==> src/hdl/rdc_pkg.sv <==
// Package for the radix digit converter: state type, radix limits and the
// radix clamping function. No dependencies.

package rdc_pkg;

    // Bits of dividend consumed per cycle by the shared divider.
    localparam int STEP_BITS = 4;

    localparam logic [3:0] RADIX_MIN   = 4'd2;
    localparam logic [3:0] RADIX_MAX   = 4'd10;
    localparam logic [3:0] RADIX_RESET = 4'd10;

    typedef enum logic [1:0] {
        ST_IDLE,
        ST_DIV,
        ST_READ,
        ST_SHOW
    } t_state;

    // Radix values below two act as two, values above ten act as ten.
    function automatic logic [3:0] eff_radix(input logic [3:0] raw);
        logic [3:0] v_r;
        begin
            v_r = raw;
            if (raw < RADIX_MIN) begin
                v_r = RADIX_MIN;
            end else if (raw > RADIX_MAX) begin
                v_r = RADIX_MAX;
            end
            return v_r;
        end
    endfunction

endpackage

==> src/hdl/rdc_div_unit.sv <==
// Iterative divider of a wide unsigned value by a small radix, a few bits a cycle.
// Depends on rdc_pkg.

module rdc_div_unit
    import rdc_pkg::*;
#(
    parameter int QW = 32
) (
    input  logic          i_clk,
    input  logic          i_rst_n,
    input  logic          i_start,
    input  logic [QW-1:0] i_dividend,
    input  logic [3:0]    i_radix,
    output logic          o_done,
    output logic [QW-1:0] o_quotient,
    output logic [3:0]    o_remainder
);

    localparam int STEPS = QW / STEP_BITS;
    localparam int LW    = $clog2(STEPS + 1);

    logic [QW-1:0] r_work, n_work;
    logic [3:0]    r_rem, n_rem;
    logic [3:0]    r_div;
    logic [LW-1:0] r_left;
    logic          r_done;

    // Restoring long division: the remainder always stays below the radix,
    // so each step works on five bits only.
    always_comb begin
        logic [4:0] v_trial;
        n_rem  = r_rem;
        n_work = r_work;
        for (int i = 0; i < STEP_BITS; i++) begin
            v_trial = {n_rem, n_work[QW-1]};
            n_work  = {n_work[QW-2:0], 1'b0};
            if (v_trial >= {1'b0, r_div}) begin
                v_trial   = v_trial - {1'b0, r_div};
                n_work[0] = 1'b1;
            end
            n_rem = v_trial[3:0];
        end
    end

    always_ff @(posedge i_clk) begin
        if (!i_rst_n) begin
            r_left <= '0;
            r_done <= 1'b0;
            r_work <= '0;
        end else if (i_start) begin
            r_work <= i_dividend;
            r_left <= LW'(STEPS);
            r_done <= 1'b0;
        end else if (r_left != '0) begin
            r_work <= n_work;
            r_left <= r_left - LW'(1);
            r_done <= (r_left == LW'(1));
        end else begin
            r_done <= 1'b0;
        end
    end

    always_ff @(posedge i_clk) begin
        if (i_start) begin
            r_rem <= '0;
            r_div <= i_radix;
        end else if (r_left != '0) begin
            r_rem <= n_rem;
        end
    end

    assign o_done      = r_done;
    assign o_quotient  = r_work;
    assign o_remainder = r_rem;

endmodule

==> src/hdl/radix_digit_converter.sv <==
// Operation: the number is divided by the radix once per digit, the remainders going to the
// digit store; the digits are then read back and emitted, most significant first.
// Throughput: one number at a time; the input stalls until the last digit has been taken and
// accepts again once the sequencer is back in idle, so a new number waits for the last one.
// Division time is set by the shared divider, which consumes four dividend bits per cycle.
// Reset (synchronous, active low) idles the sequencer, sets radix ten, keeps the digit store.

// Top level of the radix digit converter. Depends on rdc_pkg and rdc_div_unit.

module radix_digit_converter
    import rdc_pkg::*;
#(
    parameter int NUMBER_BITS = 32
) (
    input  logic        i_clk,
    input  logic        i_rst_n,
    input  logic        i_cfg_we,
    input  logic [3:0]  i_cfg_data,
    input  logic        i_valid,
    output logic        o_stall,
    input  logic [31:0] i_number,
    output logic        o_valid,
    input  logic        i_stall,
    output logic [3:0]  o_digit,
    output logic        o_last_digit
);

    // The dividend register is padded up to whole four-bit steps; the pad
    // bits are zero, so the quotient is unchanged.
    localparam int QW = ((NUMBER_BITS + STEP_BITS - 1) / STEP_BITS) * STEP_BITS;
    localparam int AW = (NUMBER_BITS > 1) ? $clog2(NUMBER_BITS) : 1;
    localparam int CW = $clog2(NUMBER_BITS + 1);

    t_state        r_state, n_state;
    logic [3:0]    r_radix;
    logic [CW-1:0] r_cnt;
    logic [AW-1:0] r_pos;
    logic [3:0]    r_rdata;
    logic          r_last;
    logic [3:0]    r_store [NUMBER_BITS];

    logic          in_take;
    logic          out_take;
    logic          div_start;
    logic [QW-1:0] div_dividend;
    logic          div_done;
    logic [QW-1:0] div_quot;
    logic [3:0]    div_rem;
    logic          more_digits;

    assign in_take  = i_valid && !o_stall;
    assign out_take = o_valid && !i_stall;

    // The radix register keeps the raw value; clamping happens on use.
    always_ff @(posedge i_clk) begin
        if (!i_rst_n) begin
            r_radix <= RADIX_RESET;
        end else if (i_cfg_we) begin
            r_radix <= i_cfg_data;
        end
    end

    // Another digit is needed while the quotient is non-zero and the store
    // still has room.
    assign more_digits = (div_quot != '0) && (r_cnt != CW'(NUMBER_BITS - 1));

    // The first division takes the fresh number, masked to NUMBER_BITS; each
    // later one takes the quotient that the previous division left behind.
    assign div_dividend = (r_state == ST_IDLE) ? QW'(NUMBER_BITS'(i_number)) : div_quot;

    rdc_div_unit #(
        .QW (QW)
    ) u_div (
        .i_clk       (i_clk),
        .i_rst_n     (i_rst_n),
        .i_start     (div_start),
        .i_dividend  (div_dividend),
        .i_radix     (eff_radix(r_radix)),
        .o_done      (div_done),
        .o_quotient  (div_quot),
        .o_remainder (div_rem)
    );

    // Next state.
    always_comb begin
        n_state = r_state;
        case (r_state)
            ST_IDLE: begin
                if (in_take) begin
                    n_state = ST_DIV;
                end
            end
            ST_DIV: begin
                if (div_done && !more_digits) begin
                    n_state = ST_READ;
                end
            end
            ST_READ: begin
                n_state = ST_SHOW;
            end
            ST_SHOW: begin
                if (out_take) begin
                    n_state = r_last ? ST_IDLE : ST_READ;
                end
            end
            default: begin
                n_state = ST_IDLE;
            end
        endcase
    end

    // Outputs of the sequencer.
    always_comb begin
        o_stall   = 1'b1;
        o_valid   = 1'b0;
        div_start = 1'b0;
        case (r_state)
            ST_IDLE: begin
                o_stall   = 1'b0;
                div_start = in_take;
            end
            ST_DIV: begin
                div_start = div_done && more_digits;
            end
            ST_READ: begin
                o_valid = 1'b0;
            end
            ST_SHOW: begin
                o_valid = 1'b1;
            end
            default: begin
                o_stall = 1'b1;
            end
        endcase
    end

    always_ff @(posedge i_clk) begin
        if (!i_rst_n) begin
            r_state <= ST_IDLE;
            r_cnt   <= '0;
            r_pos   <= '0;
        end else begin
            r_state <= n_state;
            if (in_take) begin
                r_cnt <= '0;
            end else if (r_state == ST_DIV && div_done) begin
                r_cnt <= r_cnt + CW'(1);
                // The digit just written is the most significant one so far.
                r_pos <= r_cnt[AW-1:0];
            end else if (r_state == ST_SHOW && out_take && !r_last) begin
                r_pos <= r_pos - AW'(1);
            end
        end
    end

    // Digit store: remainders are written least significant first and read
    // back in reverse order through a registered read port.
    always_ff @(posedge i_clk) begin
        if (r_state == ST_DIV && div_done) begin
            r_store[r_cnt[AW-1:0]] <= div_rem;
        end
        if (r_state == ST_READ) begin
            r_rdata <= r_store[r_pos];
            r_last  <= (r_pos == '0);
        end
    end

    assign o_digit      = r_rdata;
    assign o_last_digit = r_last;

endmodule

==> config.mk <==
export PLATFORM = sky130hd
export DESIGN_NAME = radix_digit_converter
export DESIGN_NICKNAME = d
export VERILOG_FILES = /design/src/hdl/rdc_pkg.sv /design/src/hdl/rdc_div_unit.sv /design/src/hdl/radix_digit_converter.sv
export SDC_FILE = /design/constraint.sdc
export NUM_CORES = 1
export LEC_CHECK = 0
export BUFFER_PORTS_ARGS = -buffer_cell sky130_fd_sc_hd__buf_4
export CAP_MARGIN = 40
export CORE_ASPECT_RATIO = 0.75
export CORE_UTILIZATION = 45
export DETAILED_ROUTE_END_ITERATION = 12
export REMOVE_ABC_BUFFERS = 1
export SLEW_MARGIN = 5
export SYNTH_ARGS = -nofsm -noshare
export SYNTH_HDL_FRONTEND = slang
export SYNTH_SLANG_ARGS = --single-unit
==> constraint.sdc <==
create_clock -name i_clk -period 15.89 [get_ports i_clk]
set_input_delay 4.767 -clock i_clk [delete_from_list [all_inputs] [get_ports i_clk]]
set_output_delay 4.767 -clock i_clk [all_outputs]
set_load 0.1 [all_outputs]
# Yosys cells after proc, flatten, opt, wreduce, memory -nomap -nowiden
# Memory sizes are Yosys's and may differ from the RTL's. A register that Yosys moved wholly into a read port is not among the register bits.
# Index checks and enable logic that the tools add are counted.
op_classes:
  add_sub_neg: 7
  magnitude_cmp: 6
  eq_ne: 9
  n_mux: 26
  bitwise_logic: 3
  reduce_logical: 24
ops:
  columns: ["cell", "n"]
  rows:
  - ["2-to-1 mux 32 bit", 3]
  - ["nonzero test 32 bit", 1]
  - ["2-to-1 mux 4 bit", 7]
  - ["greater-or-equal comparator 5 x 4 -> 1 bit", 4]
  - ["subtractor 4 bit", 4]
  - ["2-to-1 mux 5 bit", 2]
  - ["logical AND 1 bit", 8]
  - ["2-to-1 mux 1 bit", 8]
  - ["2-to-1 mux 2 bit", 4]
  - ["case mux 2 bit (4 select lines)", 1]
  - ["adder 6 x 1 -> 6 bit (second input constant)", 1]
  - ["inequality test 2 bit (second input constant)", 3]
  - ["inequality test 6 x 5 -> 1 bit (second input constant)", 1]
  - ["OR reduction 2 bit", 3]
  - ["logical NOT 5 bit", 1]
  - ["subtractor 5 x 1 -> 5 bit (second input constant)", 1]
  - ["equality test 2 bit (second input constant)", 2]
  - ["equality test 4 x 1 -> 1 bit (second input constant)", 1]
  - ["greater-than comparator 4 bit (second input constant)", 1]
  - ["< comparator 4 x 2 -> 1 bit (second input constant)", 1]
  - ["AND reduction 2 bit", 2]
  - ["nonzero test 2 bit", 2]
  - ["nonzero test 4 bit", 1]
  - ["subtractor 4 x 1 -> 4 bit (second input constant)", 1]
  - ["other kinds (8)", 12]
totals:
  ff_bits: 63
  ram_bits: 128
  inputBits: 41
  output_inout_bits: 7
  word_cells: 88
  n_memories: 1
mem_list:
  columns: ["name", "words", "width", "rd", "rd_clocked_by_memory_dff", "write_ports", "line", "text"]
  rows:
  - ["r_store", 32, 4, 1, 1, 1, "radix_digit_converter.sv:40", "logic [3:0] r_store [NUMBER_BITS];"]

# Longest topological paths before layout
# Gate-level depths: netlist of run 1.
logic_depth:
  ltp_word: 10
  mapped_depth: 30
  ltp_nobuf: 29

# Cells and area by module
# A second synthesis of run 1 with hierarchy kept.
hier_totals:
  cells_unflattened: 813
  hier_area_um2: 9599.2
by_module_without_submodules:
  columns: ["module", "n_inst", "cells_each", "area_each_um2", "seq_area_each_um2"]
  rows:
  - ["radix_digit_converter", 1, 452, 6715.2, 4334.2]
  - ["rdc_div_unit", 1, 361, 2884.0, 940.9]

# Worst setup path before layout of run 1
# No wires, ideal clock.
synth_path:
  path_kind: "register to register"
  startpoint: "reg u_div.r_rem[0] (netlist: u_div.o_remainder[0])"
  endpoint: "reg u_div.r_rem[0] (netlist: u_div.o_remainder[0])"
  setup_time_ps: 122
  arrival_time_ps: 6276
  required_ps: 15768
  path_slack_ps: 9492
  stages_incl_launch_ff: 28
  n_path_buf: 1
  period_less_slack_ps: 6398
  cell_sequence: "dfxtp_1 ha_1 nor4_2 o21ai_1 nand2_1 a21oi_1 inv_1 ha_1 a41o_1 a31oi_1 nand3_1 nor3b_2 mux2_2 inv_1 ha_1 a21o_1 a21o_1 a21o_1 or3_1 buf_6 mux2i_1 ha_1 a21o_1 a21o_1 a21oi_1 o211ai_4 nor4b_2 a311o_1"
synth_between:
  elab_chain_cells: 8
  elab_cells_between_ends: 11
  classes_between: "3 x add/sub; 4 x order compare; 4 x mux"
synth_lines:
  columns: ["item", "line", "text"]
  rows:
  - ["start, declared", "rdc_div_unit.sv:23", "logic [3:0] r_rem, n_rem;"]
  - ["start signal, assigned", "rdc_div_unit.sv:68", "r_rem <= n_rem;"]
  - ["subtractor 4 bit / greater-or-equal comparator 5 x 4 -> 1 bit (equally long branches)", "rdc_div_unit.sv:38, rdc_div_unit.sv:37", null]
  - ["2-to-1 mux 4 bit *", "rdc_div_unit.sv:37", "if (v_trial >= {1'b0, r_div}) begin"]
  - ["subtractor 4 bit / greater-or-equal comparator 5 x 4 -> 1 bit (equally long branches)", "rdc_div_unit.sv:38, rdc_div_unit.sv:37", null]
  - ["2-to-1 mux 4 bit *", "rdc_div_unit.sv:37", null]
  - ["subtractor 4 bit / greater-or-equal comparator 5 x 4 -> 1 bit (equally long branches)", "rdc_div_unit.sv:38, rdc_div_unit.sv:37", null]
  - ["2-to-1 mux 4 bit *", "rdc_div_unit.sv:37", null]
  - ["greater-or-equal comparator 5 x 4 -> 1 bit *", "rdc_div_unit.sv:37", null]
  - ["2-to-1 mux 4 bit *", "rdc_div_unit.sv:37", null]
# Mark *: on every way between the ends. The rest lies on a longest branch, timed or not.
# A chain may end at the register's enable or synchronous reset.

# Worst setup path after layout of run 1
layout_path:
  startpoint: "reg u_div.r_div[1]"
  endpoint: "reg u_div.r_rem[0] (netlist: u_div.o_remainder[0])"
layout_between:
  elab_chain_cells: 8
  elab_cells_between_ends: 11
  classes_between: "3 x add/sub; 4 x order compare; 4 x mux"
layout_lines:
  columns: ["item", "line", "text"]
  rows:
  - ["start, declared", "rdc_div_unit.sv:24", "logic [3:0] r_div;"]
  - ["start signal, assigned", "rdc_div_unit.sv:66", "r_div <= i_radix;"]
  - ["subtractor 4 bit / greater-or-equal comparator 5 x 4 -> 1 bit (equally long branches)", "rdc_div_unit.sv:38, rdc_div_unit.sv:37", null]
  - ["2-to-1 mux 4 bit", "rdc_div_unit.sv:37", null]
  - ["subtractor 4 bit / greater-or-equal comparator 5 x 4 -> 1 bit (equally long branches)", "rdc_div_unit.sv:38, rdc_div_unit.sv:37", null]
  - ["2-to-1 mux 4 bit", "rdc_div_unit.sv:37", null]
  - ["subtractor 4 bit / greater-or-equal comparator 5 x 4 -> 1 bit (equally long branches)", "rdc_div_unit.sv:38, rdc_div_unit.sv:37", null]
  - ["2-to-1 mux 4 bit", "rdc_div_unit.sv:37", null]
  - ["greater-or-equal comparator 5 x 4 -> 1 bit *", "rdc_div_unit.sv:37", null]
  - ["2-to-1 mux 4 bit *", "rdc_div_unit.sv:37", null]
# Marks and branches as above.

==> out/metrics.yaml, run 1 <==
run_status:
  status: "finished with violations"
  violations: "DRC"
global_routing:
  first_global_vias: 5622
  grt_first_pass_wirelength_um: 31200
  grt_usage_pct: 19.8
  gr-total-overflow: 0
  grt_max_degree: 64
  antenna_found_initial: 0
clock_network:
  max-clock-path-buffers: 2
  clock_sinks: 195
  cts-resized-gates: 0
  root_buffer: "clkbuf_16"
  path_clk_slew_ns: 0.08
  post_cts_buffers: 0
  cts_tree: "done"
  hold_buffers: 0
  clk_latency_ns: 0.44
  htree_num_levels: 4
  cts-buffers-inserted: 17
die:
  dieHeight_um: 125
  dieArea_um2: 20800
  rows: 44
  start_util_pct: 46.5
  io_pins: 48
  core-area_um2: 19500
  die_w_um: 166
setup_path:
  arrival_ns: 7.65
  critPathMostFrequentCell: "a21o_1"
  crit_slowest_cell: "or3_1"
  path_max_fanout: 7
  cp.required_ns: 16.22
  worstSetupEndpointType: "flop"
  path_class: "flop to flop"
  cpPeakStageDelay_ns: 0.50
  start_kind: "flop"
power:
  power_density_nw_per_um2: 181
  swShare_pct: 37.2
  power_leakage_uw: 0.00395
  switchingPower_uw: 694
  intPower_uw: 1170
  irDropWorstVdd_mv: 0.208
  p_seq_share_pct: 36.7
  pwr-share-clk_pct: 23.3
  power_frac_comb_pct: 40.0
timing:
  max_slew.worst_pin.slew_ns: 0.699
  timing.final.crit_share_pct: 46.1
  clock_skew_ns: 0.0172
  fmax_mhz: 136
  slew_violations: 0
  layout_min_cycle_time_ns: 7.33
  max_slew_margin_pct: 53.3
  fin_hold_ws_ns: 0.496
  rsz0062_at_grt: "no"
  setup_slack_ns: 8.56
  setup_viol: 0
  hold_viol_final: 0
  fin_tns_setup_ns: 0
place:
  post-place-ws_ns: 8.63
  place_hpwl_um: 13600
  gp_congestion: 0.836
  dp.cells: 936
  port_buffers: 47
drt:
  routed_wl_um: 19400
  drt-vias-per-instance: 5.73
  wl_per_cell_um: 20.1
  dr.pass1.iters: 9
  ant_nets: 0
  drc_errors: 2
  drtIter0Drc: 488
  vias: 5549
yosys:
  ys_warn_count: 0
  avgSynthCellArea_um2: 13.7
  synth_edf_count: 137
  async_flop_share_pct: 0
  synth-main-ff-cell: "edfxtp_1"
  synth-seq-area-share_pct: 58.1
  syn_area_um2: 9080
  ys_seq_elements: 195
  synth_cell_types: 60
  postSynthCellCount: 664
final_layout:
  fill_cells: 1572
  drive_gt1_share_pct: 20.8
  area_growth_pct: 13.4
  final_cell_count_no_fill: 968
  antennaDiodeCount: 0
  register_area_um2: 5280
  multiInputGateArea_um2: 3570
  finish.utilization_pct: 52.7
  nets: 772
min_path:
  holdCritPathClass: "flop to flop"
job:
  cap_viol_max_count: 0
stage by stage:
stage	area, um2	total power (uW)
after global placement	9660	1410
after CTS	10300	1870
after detailed placement	9680	1430
final	10300	1870
after global routing	10300	1990
after floorplan	8930	1260
Yosys cell counts (3+ instances only):
library cell | count | share of area, %
nand2_1 | 64 | 2.6
buf_1 | 3 | 0.12
nor2b_1 | 11 | 0.76
mux2_2 | 6 | 0.74
or2_2 | 3 | 0.21
o21ai_0 | 6 | 0.33
o21ai_1 | 5 | 0.28
nand2b_1 | 5 | 0.34
a21boi_0 | 5 | 0.41
mux2i_1 | 40 | 4.4
xor2_1 | 6 | 0.58
a21o_1 | 8 | 0.66
edfxtp_1 | 137 | 45
a21oi_1 | 15 | 0.83
nand3_1 | 4 | 0.22
nor2_1 | 50 | 2.1
o211ai_1 | 6 | 0.50
mux4_2 | 40 | 9.9
and2_1 | 5 | 0.34
fa_1 | 4 | 0.88
buf_2 | 9 | 0.50
clkbuf_1 | 23 | 0.95
o211a_1 | 32 | 3.5
dfxtp_1 | 58 | 13
or3_1 | 4 | 0.28
nand3b_1 | 3 | 0.25
ha_1 | 25 | 3.4
nand4_1 | 4 | 0.28
inv_1 | 24 | 0.99
nor4_1 | 10 | 0.69
xnor2_1 | 8 | 0.77
nor3_1 | 5 | 0.28
area by class of cell:
cell class | instances | area share (%)
clock buffer | 17 | 4.13
clock inverter | 15 | 1.88
inverter | 25 | 0.911
multi-input combinational | 408 | 34.7
sequential | 195 | 51.2
tap | 253 | 3.07
timing repair buffer | 55 | 4.13
critical path, delay by kind of cell, from the launching register on:
kind | cells | cell delay [ns]
fa+ha+maj | 4 | 1.21
simple gates | 5 | 1.59
buf+inv | 4 | 0.43
compound gates | 12 | 2.70
mux | 2 | 0.82
flops | 1 | 0.47
flip-flops by register name, summed over array words and instances (netlist names), 5 cells and up:
signal            flops
r_cnt                 6
r_pos                 5
r_store             128
u_div.o_quotient     32
kinds of logic after synthesis:
logic type | Yosys count | share of synthesized area, %
AO/OA/AOI/OAI | 96 | 8.54
adder cells (fa/ha/maj) | 29 | 4.33
multiplexers | 88 | 15.3
flip-flops | 195 | 58.1
AND/OR/NAND/NOR | 181 | 9.66
buffers and inverters | 61 | 2.73
XOR/XNOR | 14 | 1.35
path summary, 6_finish.rpt:
path,startpoint,endpoint,slack (ns),cells after the start
max reg2reg,u_div.r_div[1],u_div.o_remainder[0],8.56,27
min reg2reg,u_div.o_quotient[0],u_div.o_quotient[0],0.50,2
max,u_div.r_div[1],u_div.o_remainder[0],8.56,27
min,u_div.o_quotient[0],u_div.o_quotient[0],0.50,2
power groups by stage:
stage | registers, uW | clock network, uW | logic, uW
final | 686 | 435 | 748
after global routing | 693 | 463 | 829
after CTS | 685 | 442 | 746
after detailed placement | 696 | 0 | 737
after global placement | 695 | 0 | 718
after floorplan | 694 | 0 | 567
routing by layer:
| metal | wire length, um | GRT usage [%] |
|---|---|---|
| met5 | 0 | 0 |
| met4 | 190 | 5.66 |
| met3 | 1140 | 4.12 |
| met2 | 8790 | 29.2 |
| met1 | 9300 | 29.6 |
cells in the final DEF (no fill, tap or decap), drive strengths merged, types with 5 or more instances in the layout:
cell,n
xnor2,8
nand2b,5
o211ai,7
xor2,6
mux2,8
mux4,40
nand2,64
o211a,32
o21ai,11
buf,55
mux2i,40
a21boi,5
nor2,50
and2,5
edfxtp,137
a21oi,15
inv,34
ha,25
nor4,11
clkinv,6
nor3,5
clkbuf,17
a21o,8
dfxtp,58
nor2b,11
(Power assumes the default switching activity.)
==> run 2: changes to the inputs <==
- clock period: 15.89 -> 6.1 ns (I/O delays scaled with it)
==> run 2 against run 1 <==
The run still ends with DRC left. Count of clock-buffer cells in the layout unchanged. Setup slack worse by 8.4 ns. Critical path depth grew 1. First-iteration DRC count increased by 1.4%. Maximum frequency up 23%. Final area rose by 3.3%. Worst hold slack improved by 0.0012 ns. Register-to-register slack worse by 8.4 ns. Clock skew is 0.0074 ns lower. Sequential share of layout area down 1.6 points. Via count increased by 0.99%. Largest power group unchanged. Highest routed layer unchanged.
==> out/metrics.yaml, run 2 (synthesis results as in run 1) <==
run_status:
  status: "finished with violations"
  violations: "DRC"
global_routing:
  grt_max_degree: 64
  first_global_vias: 5732
  grt_first_pass_wirelength_um: 31700
  gr-total-overflow: 0
  grt_usage_pct: 20.0
  antenna_found_initial: 0
final_layout:
  final_cell_count_no_fill: 995
  finish.utilization_pct: 54.5
  largest_register_ffs: 128
  layout_commonest_cell: "edfxtp_1"
  area_growth_pct: 17.2
  nets: 799
  drive_gt1_share_pct: 26.8
  layout_common_cells: "edfxtp_1 (137), buf_4 (80), nand2_1 (63)"
  antennaDiodeCount: 0
die:
  dieHeight_um: 125
  start_util_pct: 46.5
  die_w_um: 166
  io_pins: 48
  core-area_um2: 19500
  rows: 44
  dieArea_um2: 20800
clock_network:
  root_buffer: "clkbuf_16"
  cts_tree: "done"
  path_clk_slew_ns: 0.08
  max-clock-path-buffers: 2
  clk_latency_ns: 0.44
  clock_sinks: 195
  cts-buffers-inserted: 17
  htree_num_levels: 4
power:
  switchingPower_uw: 2010
  power_density_nw_per_um2: 519
  intPower_uw: 3510
  swShare_pct: 36.4
  pwr-share-clk_pct: 20.1
  p_seq_share_pct: 31.9
  power_leakage_uw: 0.00408
  power_frac_comb_pct: 48.0
  irDropWorstVdd_mv: 0.507
setup_path:
  start_kind: "flop"
  arrival_ns: 6.28
  path_max_fanout: 6
  cpPeakStageDelay_ns: 0.41
  critPathMostFrequentCell: "a21o_1"
  crit_slowest_cell: "or3_4"
  path_class: "flop to flop"
  worstSetupEndpointType: "flop"
  timing.rr.start: "u_div.r_div[0]"
  cp.required_ns: 6.42
  crit_start: "u_div.r_div[0]"
drt:
  vias: 5604
  wl_per_cell_um: 20.1
  drt-vias-per-instance: 5.63
  ant_nets: 0
  drtIter0Drc: 495
  routed_wl_um: 20000
  dr.pass1.iters: 9
  drc_errors: 2
timing:
  timing.final.crit_share_pct: 97.6
  layout_min_cycle_time_ns: 5.95
  fin_tns_setup_ns: 0
  max_slew.worst_pin.slew_ns: 0.687
  clock_skew_ns: 0.00975
  hold_viol_final: 0
  max_slew_margin_pct: 54.2
  fmax_mhz: 168
  slew_violations: 0
  setup_viol: 0
place:
  port_buffers: 47
  gp_congestion: 0.876
  dp.cells: 949
  place_hpwl_um: 13700
job:
  cap_viol_max_count: 0
min_path:
  holdCritPathClass: "flop to flop"
  worstHoldStart: "u_div.o_quotient[0]"
[run 2: worst max-delay path: cells and delay by family, from the launching register on]
family / cells / cell delay, ns
AO/OA/AOI/OAI: 13 / 2.14
adder cells (fa/ha/maj): 5 / 1.33
AND/OR/NAND/NOR: 4 / 0.87
multiplexers: 3 / 0.80
flip-flops: 1 / 0.37
buffers and inverters: 3 / 0.32
[run 2: metal layers]
| layer | share of wire, % | vias up | routed length (um) | track usage [%] |
|---|---|---|---|---|
| li1 | - | 2635 | - | - |
| met3 | 4.9 | 16 | 973 | 3.80 |
| met2 | 46 | 135 | 9160 | 30.0 |
| met5 | 0 | - | 0 | 0 |
| met4 | 1.1 | 0 | 212 | 6.43 |
| met1 | 48 | 2818 | 9660 | 29.5 |
[run 2: repair_timing]
item	4_1_cts	5_1_grt
resized for setup	4	25
endpoints found under the setup margin	2	5
hold endpoints to repair	0	0
pin swaps	3	17
hold buffers	0	0
setup buffers	2	13
[run 2: final timing paths]
path | endpoint | slack [ns] | cells after the start
setup / recovery | u_div.o_remainder[3] | 0.15 | 28
hold / removal | u_div.o_quotient[0] | 0.50 | 2
setup reg to reg | u_div.o_remainder[3] | 0.15 | 28
hold reg to reg | u_div.o_quotient[0] | 0.50 | 2
[run 2: area by class of cell]
class                           count  area [um2]
Inverter                           25        93.8
Tap cell                          253         317
Multi-Input combinational cell    408        3720
Sequential cell                   195        5280
Timing Repair Buffer               82         632
Fill cell                        1564        8900
Clock inverter                     15         176
Clock buffer                       17         425
[run 2: power by group through the flow]
stage	Clock (uW)	Sequential [uW]	Combinational, uW
final	1110	1760	2650
after global routing	1170	1780	2890
after CTS	1130	1760	2110
after detailed placement	0	1790	2040
after global placement	0	1790	1980
after floorplan	0	1810	1480
[run 2: metrics by stage]
stage	setup slack, ns	hold slack [ns]	total power (uW)	area (um2)
6_report	0.145	0.497	5530	10600
3_5_place_dp	-0.118	0.486	3830	9780
5_1_grt	-0.0449	0.528	5850	10600
2_1_floorplan	-0.364	0.458	3280	8930
4_1_cts	0.00395	0.498	5010	10400
3_3_place_gp	0.0946	0.482	3770	9760
